## config.mk

```make
export PLATFORM = sky130hd
export DESIGN_NAME = cpu_ctrl
export DESIGN_NICKNAME = d
export VERILOG_FILES = /design/src/rtl/cpu_pkg.sv /design/src/rtl/cpu_ctrl.sv
export VERILOG_INCLUDE_DIRS = /design/src /design/src/rtl
export SDC_FILE = /design/constraint.sdc
export NUM_CORES = 1
export LEC_CHECK = 0
export BUFFER_PORTS_ARGS = -buffer_cell sky130_fd_sc_hd__clkbuf_2
export CAP_MARGIN = 10
export CELL_PAD_IN_SITES_DETAIL_PLACEMENT = 1
export CELL_PAD_IN_SITES_GLOBAL_PLACEMENT = 2
export CORE_MARGIN = 5
export CORE_UTILIZATION = 23
export CTS_CLUSTER_DIAMETER = 150
export DETAILED_ROUTE_END_ITERATION = 8
export HOLD_SLACK_MARGIN = 0.12
export PLACE_DENSITY_LB_ADDON = 0.05
export SETUP_SLACK_MARGIN = 0.2
export SLEW_MARGIN = 40
export SYNTH_ARGS = -nofsm -noshare
export SYNTH_HDL_FRONTEND = slang
export SYNTH_SLANG_ARGS = --single-unit
```

## constraint.sdc

```tcl
create_clock -name clk -period 1.5 [get_ports clk]
set_input_delay 0 -clock clk [delete_from_list [all_inputs] [get_ports clk]]
set_output_delay 0 -clock clk [all_outputs]
set_load 0.01 [all_outputs]
```

## src/rtl/cpu8080_subset_step_assert.svh

```systemverilog
// Assertion macros shared by the RTL files
`ifndef CPU8080_SUBSET_STEP_ASSERT_SVH
`define CPU8080_SUBSET_STEP_ASSERT_SVH
// Implication checked on every edge outside reset
`define CPU_ASSERT_IMP(lbl, ante, cons) \
  lbl: assert property (@(posedge clk) disable iff (!rst_n) (ante) |-> (cons)) \
    else $error("assertion failed");
// Implication checked in the cycle after the antecedent
`define CPU_ASSERT_NXT(lbl, ante, cons) \
  lbl: assert property (@(posedge clk) disable iff (!rst_n) (ante) |=> (cons)) \
    else $error("assertion failed");
`endif

```

## src/rtl/cpu_pkg.sv

```systemverilog
`default_nettype none
package cpu_pkg;
  localparam logic [15:0] SP_RESET = 16'h0FFF;
  localparam logic [7:0] OP_HLT = 8'b01110110;
  localparam logic [7:0] MASK_SINGLE = 8'b11000111;
  localparam logic [7:0] MASK_CARRYOP = 8'b11110111;
  localparam logic [7:0] MASK_STLD = 8'b11100111;
  localparam logic [7:0] MASK_PAIR = 8'b11001111;
  localparam logic [2:0] RC_M = 3'd6;
  localparam logic [2:0] RC_A = 3'd7;

  // request kind carried in the opcode field
  typedef enum logic {
    KIND_LOAD = 1'b0,
    KIND_STEP = 1'b1
  } kind_t;

  // controller states
  typedef enum logic [3:0] {
    ST_IDLE, ST_OPRD, ST_DEC, ST_OP1, ST_OP2, ST_MRD, ST_EXEC, ST_WR, ST_OUT
  } state_t;

  // memory address source
  typedef enum logic [2:0] {
    AS_LOAD, AS_PC, AS_PC1, AS_PC2, AS_HL, AS_BC, AS_DE
  } asel_t;

  // decoded instruction class
  typedef enum logic [3:0] {
    IC_NOP, IC_CARRY, IC_INCDEC, IC_CMA, IC_MOV, IC_STAX, IC_LDAX,
    IC_ADD, IC_LXI, IC_MVI
  } iclass_t;

  typedef struct packed {
    logic    mem_rd;
    logic    mem_wr;
    logic    wr_load;
    asel_t   asel;
    logic    lat_op;
    logic    lat_b1;
    logic    lat_b2;
    logic    lat_m;
    logic    exec;
  } cmd_t;

  typedef struct packed {
    iclass_t   cls;
    logic      src_m;
    logic      dst_m;
  } stat_t;

  function automatic logic parity_even(input logic [7:0] v);
    return ~(^v);
  endfunction
endpackage
`default_nettype wire

```

## src/rtl/cpu_ctrl.sv

```systemverilog
`default_nettype none
module cpu_ctrl (
  input  wire logic           clk,
  input  wire logic           rst_n,
  input  wire logic           in_valid,
  output logic                in_ready,
  input  wire logic           in_opcode,
  output logic                out_valid,
  input  wire logic           out_ready,
  input  wire cpu_pkg::stat_t stat,
  output cpu_pkg::cmd_t       cmd
);
  import cpu_pkg::*;

  state_t state_r, state_nxt;

  // state register
  always_ff @(posedge clk) begin
    if (!rst_n) begin
      state_r <= ST_IDLE;
    end else begin
      state_r <= state_nxt;
    end
  end

  // next state and commands
  always_comb begin
    state_nxt = state_r;
    cmd       = '0;
    cmd.asel  = AS_PC;
    in_ready  = 1'b0;
    out_valid = 1'b0;
    case (state_r)
      ST_IDLE: begin
        in_ready = 1'b1;
        if (in_valid) begin
          if (kind_t'(in_opcode) == KIND_LOAD) begin
            cmd.mem_wr  = 1'b1;
            cmd.wr_load = 1'b1;
            cmd.asel    = AS_LOAD;
            state_nxt   = ST_OUT;
          end else begin
            cmd.mem_rd = 1'b1;
            state_nxt  = ST_OPRD;
          end
        end
      end
      ST_OPRD: begin
        cmd.lat_op = 1'b1;
        state_nxt  = ST_DEC;
      end
      ST_DEC: begin
        // issue the next read the class needs
        case (stat.cls)
          IC_LXI, IC_MVI: begin
            cmd.mem_rd = 1'b1;
            cmd.asel   = AS_PC1;
            state_nxt  = ST_OP1;
          end
          IC_LDAX: begin
            cmd.mem_rd = 1'b1;
            cmd.asel   = stat.dst_m ? AS_DE : AS_BC;
            state_nxt  = ST_MRD;
          end
          default: begin
            if (stat.src_m) begin
              cmd.mem_rd = 1'b1;
              cmd.asel   = AS_HL;
              state_nxt  = ST_MRD;
            end else begin
              state_nxt = ST_EXEC;
            end
          end
        endcase
      end
      ST_OP1: begin
        cmd.lat_b1 = 1'b1;
        if (stat.cls == IC_LXI) begin
          cmd.mem_rd = 1'b1;
          cmd.asel   = AS_PC2;
          state_nxt  = ST_OP2;
        end else begin
          state_nxt = ST_EXEC;
        end
      end
      ST_OP2: begin
        cmd.lat_b2 = 1'b1;
        state_nxt  = ST_EXEC;
      end
      ST_MRD: begin
        cmd.lat_m = 1'b1;
        state_nxt = ST_EXEC;
      end
      ST_EXEC: begin
        cmd.exec = 1'b1;
        state_nxt = ST_WR;
      end
      ST_WR: begin
        // memory write of the result, or of A for STAX, where the destination is memory;
        // for LDAX dst_m only selects the pair, nothing is written
        if (stat.cls == IC_STAX) begin
          cmd.mem_wr = 1'b1;
          cmd.asel   = stat.dst_m ? AS_DE : AS_BC;
        end else if (stat.dst_m && stat.cls != IC_LDAX) begin
          cmd.mem_wr = 1'b1;
          cmd.asel   = AS_HL;
        end
        state_nxt = ST_OUT;
      end
      ST_OUT: begin
        out_valid = 1'b1;
        if (out_ready) state_nxt = ST_IDLE;
      end
      default: state_nxt = ST_IDLE;
    endcase
  end

  `include "cpu8080_subset_step_assert.svh"
  `CPU_ASSERT_IMP(a_ready_idle, in_ready, !out_valid)
  `CPU_ASSERT_NXT(a_exec_wr, cmd.exec, state_r == ST_WR)
  `CPU_ASSERT_IMP(a_rw_excl, cmd.mem_rd, !cmd.mem_wr)
endmodule
`default_nettype wire

```

==> results.sh, run 1 <==
export IMPL_crit_arrival_ns=1.57
export IMPL_maxSlewHeadroom_pct=69.15
export IMPL_syn_area_um2=520.5
export IMPL_io_buffers=23
export IMPL_synth_compound_area_share_pct=26.44
export IMPL_via_per_inst=5.124
export IMPL_numClockSinks=4
export IMPL_die_area_um2=3314
export IMPL_max_cap_violations=0
export IMPL_layout_drive_gt1_share_pct=62.39
export IMPL_clk_latency_ns=0.24
export IMPL_yosys_top_cells_area="dfxtp_1 (15%), or4b_1 (5.8%), inv_1 (5.0%)"
export IMPL_wl_mm=2.198
export IMPL_cts_buffer_depth=2
export IMPL_power_total_w=0.0007796
export IMPL_power_frac_comb_pct=63.2
export IMPL_core_um2=2191
export IMPL_crit_path_max_fanout=4
export IMPL_antennaDiodeCount=0
export IMPL_area_delta_synth_final_pct=99.52
export IMPL_synth_fa_ha_area_share_pct=0
export IMPL_clkSlewWorstSetupHoldPaths_ns=0.04
export IMPL_top_regs="state_r: 4 flops"
export IMPL_slowest_stage="or4b_1"
export IMPL_place_gp_congestion=0.7386
export IMPL_die_height_um=57.57
export IMPL_drc=0
export IMPL_ys_ff_latch=4
export IMPL_ys_seq_area_share_pct=15.38
export IMPL_met1_usage_pct=18.70
export IMPL_synth_xor_xnor_area_share_pct=0
export IMPL_path_cells="nor4b_4, or4b_1, o221ai_2, clkbuf_2"
export IMPL_die_x_um=57.57
export IMPL_p_sw_w=0.0002926
export IMPL_synth_edff_count=0
export IMPL_grt_pass1_vias=750
export IMPL_intPower_w=0.0004871
export IMPL_num_fill_cells=262
export IMPL_ant_nets=0
export IMPL_yosys_most_used_dff="dfxtp_1"
export IMPL_met2_usage_pct=21.29
export IMPL_yosysTopAreaCell="dfxtp_1"
export IMPL_syn_num_nets=81
export IMPL_cp_depth=4
export IMPL_synth_area_mux_share_pct=0
export IMPL_cp_top_family="simple AND/OR/NAND/NOR gates"
export IMPL_reg2reg_depth=5
export IMPL_worst_pin_slew_ns=0.4617
export IMPL_power_density_nw_per_um2=750.7
export IMPL_grtUsageTotal_pct=13.94
export IMPL_synthTopCellsByCount="inv_1 (7), nor2_1 (6), nand3_1 (5)"
export IMPL_leakagePower_nw=0.4685
export IMPL_antenna_found_initial=0
export IMPL_yosysMostFrequentCell="inv_1"
export IMPL_hold_viol_final=0
export IMPL_num_io_pins=24
export IMPL_maxSlewViolCount=0
export IMPL_post_route_period_util_pct=104.9
export IMPL_critPathLaunchType="flop"
export IMPL_crit_buf_inv=1
export IMPL_dpl_cell_count=126
export IMPL_root_buffer="clkbuf_4"
export IMPL_min_path_type="in -> reg"
export IMPL_clock_skew_ns=0.004269
export IMPL_status="finished with violations"
export IMPL_rsz0062_at_grt="yes"
export IMPL_worstHoldPathCells=4
export IMPL_cts_tree="built"
export IMPL_wire_per_inst_um=15.16
export IMPL_clkPwrFrac_pct=17.4
export IMPL_async_reset_ff_share_pct=0
export IMPL_final_nets=130
export IMPL_seqPwrFrac_pct=19.4
export IMPL_worstSetupEndpointType="output pin"
export IMPL_sw_frac_of_total_pct=37.53
export IMPL_critPathRequiredTime_ns=1.50
export IMPL_place_hpwl_mm=1.446
export IMPL_syn_avg_cell_area_um2=7.436
export IMPL_largest_reg_flops=4
export IMPL_use_met3_pct=4.977
export IMPL_critPathKind="reg -> out"
export IMPL_fp_row_count=17
export IMPL_synthSimpleGateAreaFrac_pct=49.52
export IMPL_critPathMaxStageDelay_ns=0.47
export IMPL_drt_iter0_markers=5
export IMPL_ys_warn_count=0
export IMPL_fmax_ghz=0.6357
export IMPL_start_util_pct=23.76
export IMPL_grt_start_max_net_pins=8
export IMPL_ys_types=34
export IMPL_vias=743
export IMPL_cts_inserted_buffers=3
export IMPL_synth_top_family_by_area="simple AND/OR/NAND/NOR gates"
export IMPL_netlist_instances=70
export IMPL_synth_top_area_share_pct=15.38
export IMPL_grt_pass1_wl_mm=3.629
export IMPL_setup_viol=1
export IMPL_violations="negative setup slack"
export IMPL_htree_levels=1
export IMPL_ir_worst_vdd_mv=0.5932
export IMPL_grt_overflow=0
export IMPL_dr_pass1_iters=4
export IMPL_instances_no_fill=145
export IMPL_grt_busiest_layer="met2"
export IMPL_top_register="state_r"
export IMPL_fin_ws_ns=-0.07317
export IMPL_fin_crit_ns=1.573
==> per-stage QoR <==
stage	worst slack, ns	utilization (%)	cell area (µm²)	setup TNS, ns	hold slack (ns)
after CTS	-0.07918	45.17	989.7	-0.1126	0.2244
final	-0.07317	47.40	1039	-0.07317	0.2366
after global routing	-0.1465	47.40	1039	-0.2248	0.2487
after detailed placement	0.05149	32.84	719.4	0	0.3004
after global placement	0.02812	32.84	719.4	0	0.3008
after floorplan	0.2005	-	520.5	0	0.1411
==> layer usage <==
layer | wire length [µm] | vias to the layer above
met3 | 123 | 2
met4 | 12 | 0
met2 | 1071 | 20
li1 | - | 373
met1 | 990 | 348
met5 | 0 | -
==> placed cells by master (no fill, tap or decap), types with 3 or more instances in the layout <==
master         count
clkbuf_4           3
nor2_1             4
inv_1              7
clkbuf_2          14
o211ai_1           3
nand3_1            4
buf_2              7
nand2b_1           3
buf_6             11
dfxtp_4            4
buf_4             13
dlygate4sd3_1      3
==> kinds of logic after synthesis <==
| group | after synthesis |
|---|---|
| buffers and inverters | 11 |
| AOI/OAI and AO/OA | 19 |
| and+or+nand+nor | 36 |
| DFF | 4 |
==> what timing repair did <==
| item | 4_1_cts | 5_1_grt |
|---|---|---|
| pin swaps | 11 | 7 |
| hold buffers | 3 | 0 |
| hold endpoints to repair | 4 | 0 |
| setup endpoints to repair | 15 | 12 |
| resized for setup | 37 | 16 |
| setup buffers | 11 | 2 |
==> path summary, 6_finish.rpt <==
path | from | end | slack (ns)
max | state_r[2] | cmd[5] | -0.07
min | in_opcode | state_r[0] | 0.24
max reg2reg | state_r[0] | state_r[3] | 0.10
min reg2reg | state_r[1] | state_r[2] | 0.63
==> power groups by stage <==
stage | logic (W) | registers (W) | clock network, W
3_5_place_dp | 0.000284 | 0.000154 | 0
2_1_floorplan | 0.000168 | 0.000137 | 0
5_1_grt | 0.000532 | 0.000153 | 0.000153
3_3_place_gp | 0.000283 | 0.000153 | 0
6_report | 0.000493 | 0.000151 | 0.000136
4_1_cts | 0.000440 | 0.000149 | 0.000142
==> worst min-delay path, delay by kind of cell <==
| kind | cells | cell delay, ns |
|---|---|---|
| buf+inv | 1 | 0.10 |
| simple gates | 1 | 0.16 |
| compound gates | 2 | 0.17 |
==> area by class of cell <==
class / count / area [µm²] / share of cell area, %
inverter: 7 / 26.28 / 2.530
multi-input combinational: 55 / 503.0 / 48.43
timing repair buffer: 48 / 356.6 / 34.34
tap: 28 / 35.03 / 3.373
sequential: 4 / 95.09 / 9.157
clock buffer: 3 / 22.52 / 2.169
No activity file was read; power rests on OpenSTA's default activity.
==> run 2, diff against run 1 <==
--- a/config.mk
+++ b/config.mk
@@ -6,6 +6,7 @@
 export SDC_FILE = /design/constraint.sdc
 export NUM_CORES = 1
 export LEC_CHECK = 0
+export ABC_CLOCK_PERIOD_IN_PS = 1500
 export BUFFER_PORTS_ARGS = -buffer_cell sky130_fd_sc_hd__clkbuf_2
 export CAP_MARGIN = 10
 export CELL_PAD_IN_SITES_DETAIL_PLACEMENT = 1
==> constraint.sdc (replaced) <==
create_clock -name clk -period 1.5 [get_ports clk]
set_input_delay 0 -clock clk [delete_from_list [all_inputs] [get_ports clk]]
set_output_delay 0 -clock clk [all_outputs]
set_load 0.02 [all_outputs]
==> run 2 against run 1 <==
  * The run still ends with negative setup slack left
  * Design area increased by 7.2%
  * Cell count is 2.1% lower
  * Power up 10%
  * Worst hold slack improved by 0.0014 ns
  * Global-route usage up 0.32 points
  * Fmax shrank 2.3%
  * Core utilization grew 3.4 points
  * Via count increased by 1.9%
  * Clock skew hardly changed
  * Register-to-register slack worse by 0.02 ns
  * Sequential cell count did not move
  * Highest routed layer unchanged
==> results.sh, run 2 (synthesis results as in run 1) <==
export IMPL_dpl_cell_area_um2=753.2
export IMPL_io_buffers=23
export IMPL_post_route_period_util_pct=107.4
export IMPL_multiInputGateArea_um2=529.3
export IMPL_fin_setup_tns_ns=-0.2879
export IMPL_grt_overflow=0
export IMPL_place_gp_congestion=0.7466
export IMPL_top_regs="state_r: 4 flops"
export IMPL_fp_row_count=17
export IMPL_drc=0
export IMPL_clock_skew_ns=0.004081
export IMPL_dr_pass1_iters=4
export IMPL_sw_frac_of_total_pct=39.87
export IMPL_critPathRequiredTime_ns=1.50
export IMPL_power_density_nw_per_um2=771.1
export IMPL_area_delta_synth_final_pct=113.9
export IMPL_layout_common_cells="buf_6 (13), clkbuf_2 (11), buf_4 (10)"
export IMPL_antennaDiodeCount=0
export IMPL_rsz0062_at_grt="yes"
export IMPL_worst_pin_slew_ns=0.5645
export IMPL_setup_viol=4
export IMPL_clk_latency_ns=0.24
export IMPL_via_per_inst=5.331
export IMPL_intPower_w=0.0005163
export IMPL_root_buffer="clkbuf_4"
export IMPL_crit_arrival_ns=1.61
export IMPL_power_frac_comb_pct=66.7
export IMPL_critPathKind="reg -> out"
export IMPL_seqPwrFrac_pct=17.4
export IMPL_min_path_type="in -> reg"
export IMPL_num_io_pins=24
export IMPL_crit_path_max_fanout=4
export IMPL_final_common_cell="buf_6"
export IMPL_hold_viol_final=0
export IMPL_critPathLaunchType="flop"
export IMPL_met2_length_mm=1.154
export IMPL_cts_inserted_buffers=3
export IMPL_route_met3_wl_um=92
export IMPL_antenna_found_initial=0
export IMPL_dpl_cell_count=127
export IMPL_worstSetupEndpointType="output pin"
export IMPL_core_um2=2191
export IMPL_die_height_um=57.57
export IMPL_maxSlewHeadroom_pct=62.29
export IMPL_largest_reg_flops=4
export IMPL_final_area_um2=1114
export IMPL_fin_crit_ns=1.611
export IMPL_place_hpwl_mm=1.547
export IMPL_die_area_um2=3314
export IMPL_ir_worst_vdd_mv=0.5698
export IMPL_numClockSinks=4
export IMPL_drt_iter0_markers=9
export IMPL_leakagePower_nw=0.4702
export IMPL_grt_pass1_vias=755
export IMPL_clkPwrFrac_pct=15.9
export IMPL_status="finished with violations"
export IMPL_top_layer="met4"
export IMPL_final_nets=127
export IMPL_grt_start_max_net_pins=9
export IMPL_grt_pass1_wl_mm=3.677
export IMPL_max_cap_violations=0
export IMPL_wl_mm=2.349
export IMPL_clkSlewWorstSetupHoldPaths_ns=0.04
export IMPL_fin_ws_ns=-0.1106
export IMPL_violations="negative setup slack"
export IMPL_start_util_pct=23.76
export IMPL_cts_tree="built"
export IMPL_wire_per_inst_um=16.54
export IMPL_grtUsageTotal_pct=14.26
export IMPL_vias=757
export IMPL_seq_area_um2=95.09
export IMPL_wl_met1_mm=1.055
export IMPL_p_sw_w=0.0003424
export IMPL_htree_levels=1
export IMPL_ant_nets=0
export IMPL_num_fill_cells=247
export IMPL_top_register="state_r"
export IMPL_cts_buffer_depth=2
export IMPL_fin_util_pct=50.83
export IMPL_die_x_um=57.57
export IMPL_worst_hold_slack_ns=0.2380
export IMPL_maxSlewViolCount=0
export IMPL_layout_drive_gt1_share_pct=64.91
export IMPL_instances_no_fill=142
export IMPL_fmax_ghz=0.6209
==> run 2: changes by cell type in the layout (fill, tap and decap cells not counted), moves of 2 or more <==
cell and delta:
buf_2 -6, buf_4 -3, buf_8 +3, clkbuf_2 -3
clkbuf_8 +3, buf_6 +2, inv_1 -2, inv_2 +2
==> run 2: layout make-up <==
class	count	area share, %
Multi-Input combinational cell	55	47.53
Timing Repair Buffer	45	36.40
Sequential cell	4	8.539
Tap cell	28	3.146
Inverter	7	2.360
Clock buffer	3	2.022
==> run 2: per-layer routing <==
layer  vias up  track usage [%]
met1       363            19.50
li1        365                -
met4         0            8.278
met2        23            20.65
met5         -                0
met3         6            2.489
==> run 2: worst paths after layout <==
path | start | endpoint | slack (ns) | cells after the start
max reg2reg | state_r[0] | state_r[2] | 0.08 | 5
min | in_opcode | state_r[0] | 0.24 | 4
min reg2reg | state_r[1] | state_r[0] | 0.70 | 3
max | state_r[2] | cmd[6] | -0.11 | 5
==> run 2: power groups by stage <==
stage | clock, W | sequential (W) | combinational (W)
after floorplan | 0 | 0.000138 | 0.000215
after detailed placement | 0 | 0.000151 | 0.000342
after global routing | 0.000154 | 0.000154 | 0.000610
after CTS | 0.000139 | 0.000149 | 0.000443
final | 0.000137 | 0.000149 | 0.000572
after global placement | 0 | 0.000151 | 0.000341
==> run 2: timing repair <==
item / CTS / global route
pin swaps: 8 / 14
setup endpoints to repair: 15 / 15
gates resized for setup: 38 / 36
hold endpoints to repair: 3 / 0
setup buffers: 5 / 4
hold buffers: 3 / 0
==> run 2: critical path, stage by stage, from the launching register on <==
cell and delay (ns):
dfxtp_4 0.36, buf_4 0.15, buf_6 0.11, or4b_4 0.49, o221ai_2 0.09, clkbuf_8 0.18
==> run 2: per-stage QoR <==
step,setup WS [ns],power [W]
after floorplan,0.1664,0.0003530
after CTS,-0.1302,0.0007306
after global placement,0.05318,0.0004926
after global routing,-0.1833,0.0009181
final,-0.1106,0.0008587
after detailed placement,0.02973,0.0004928
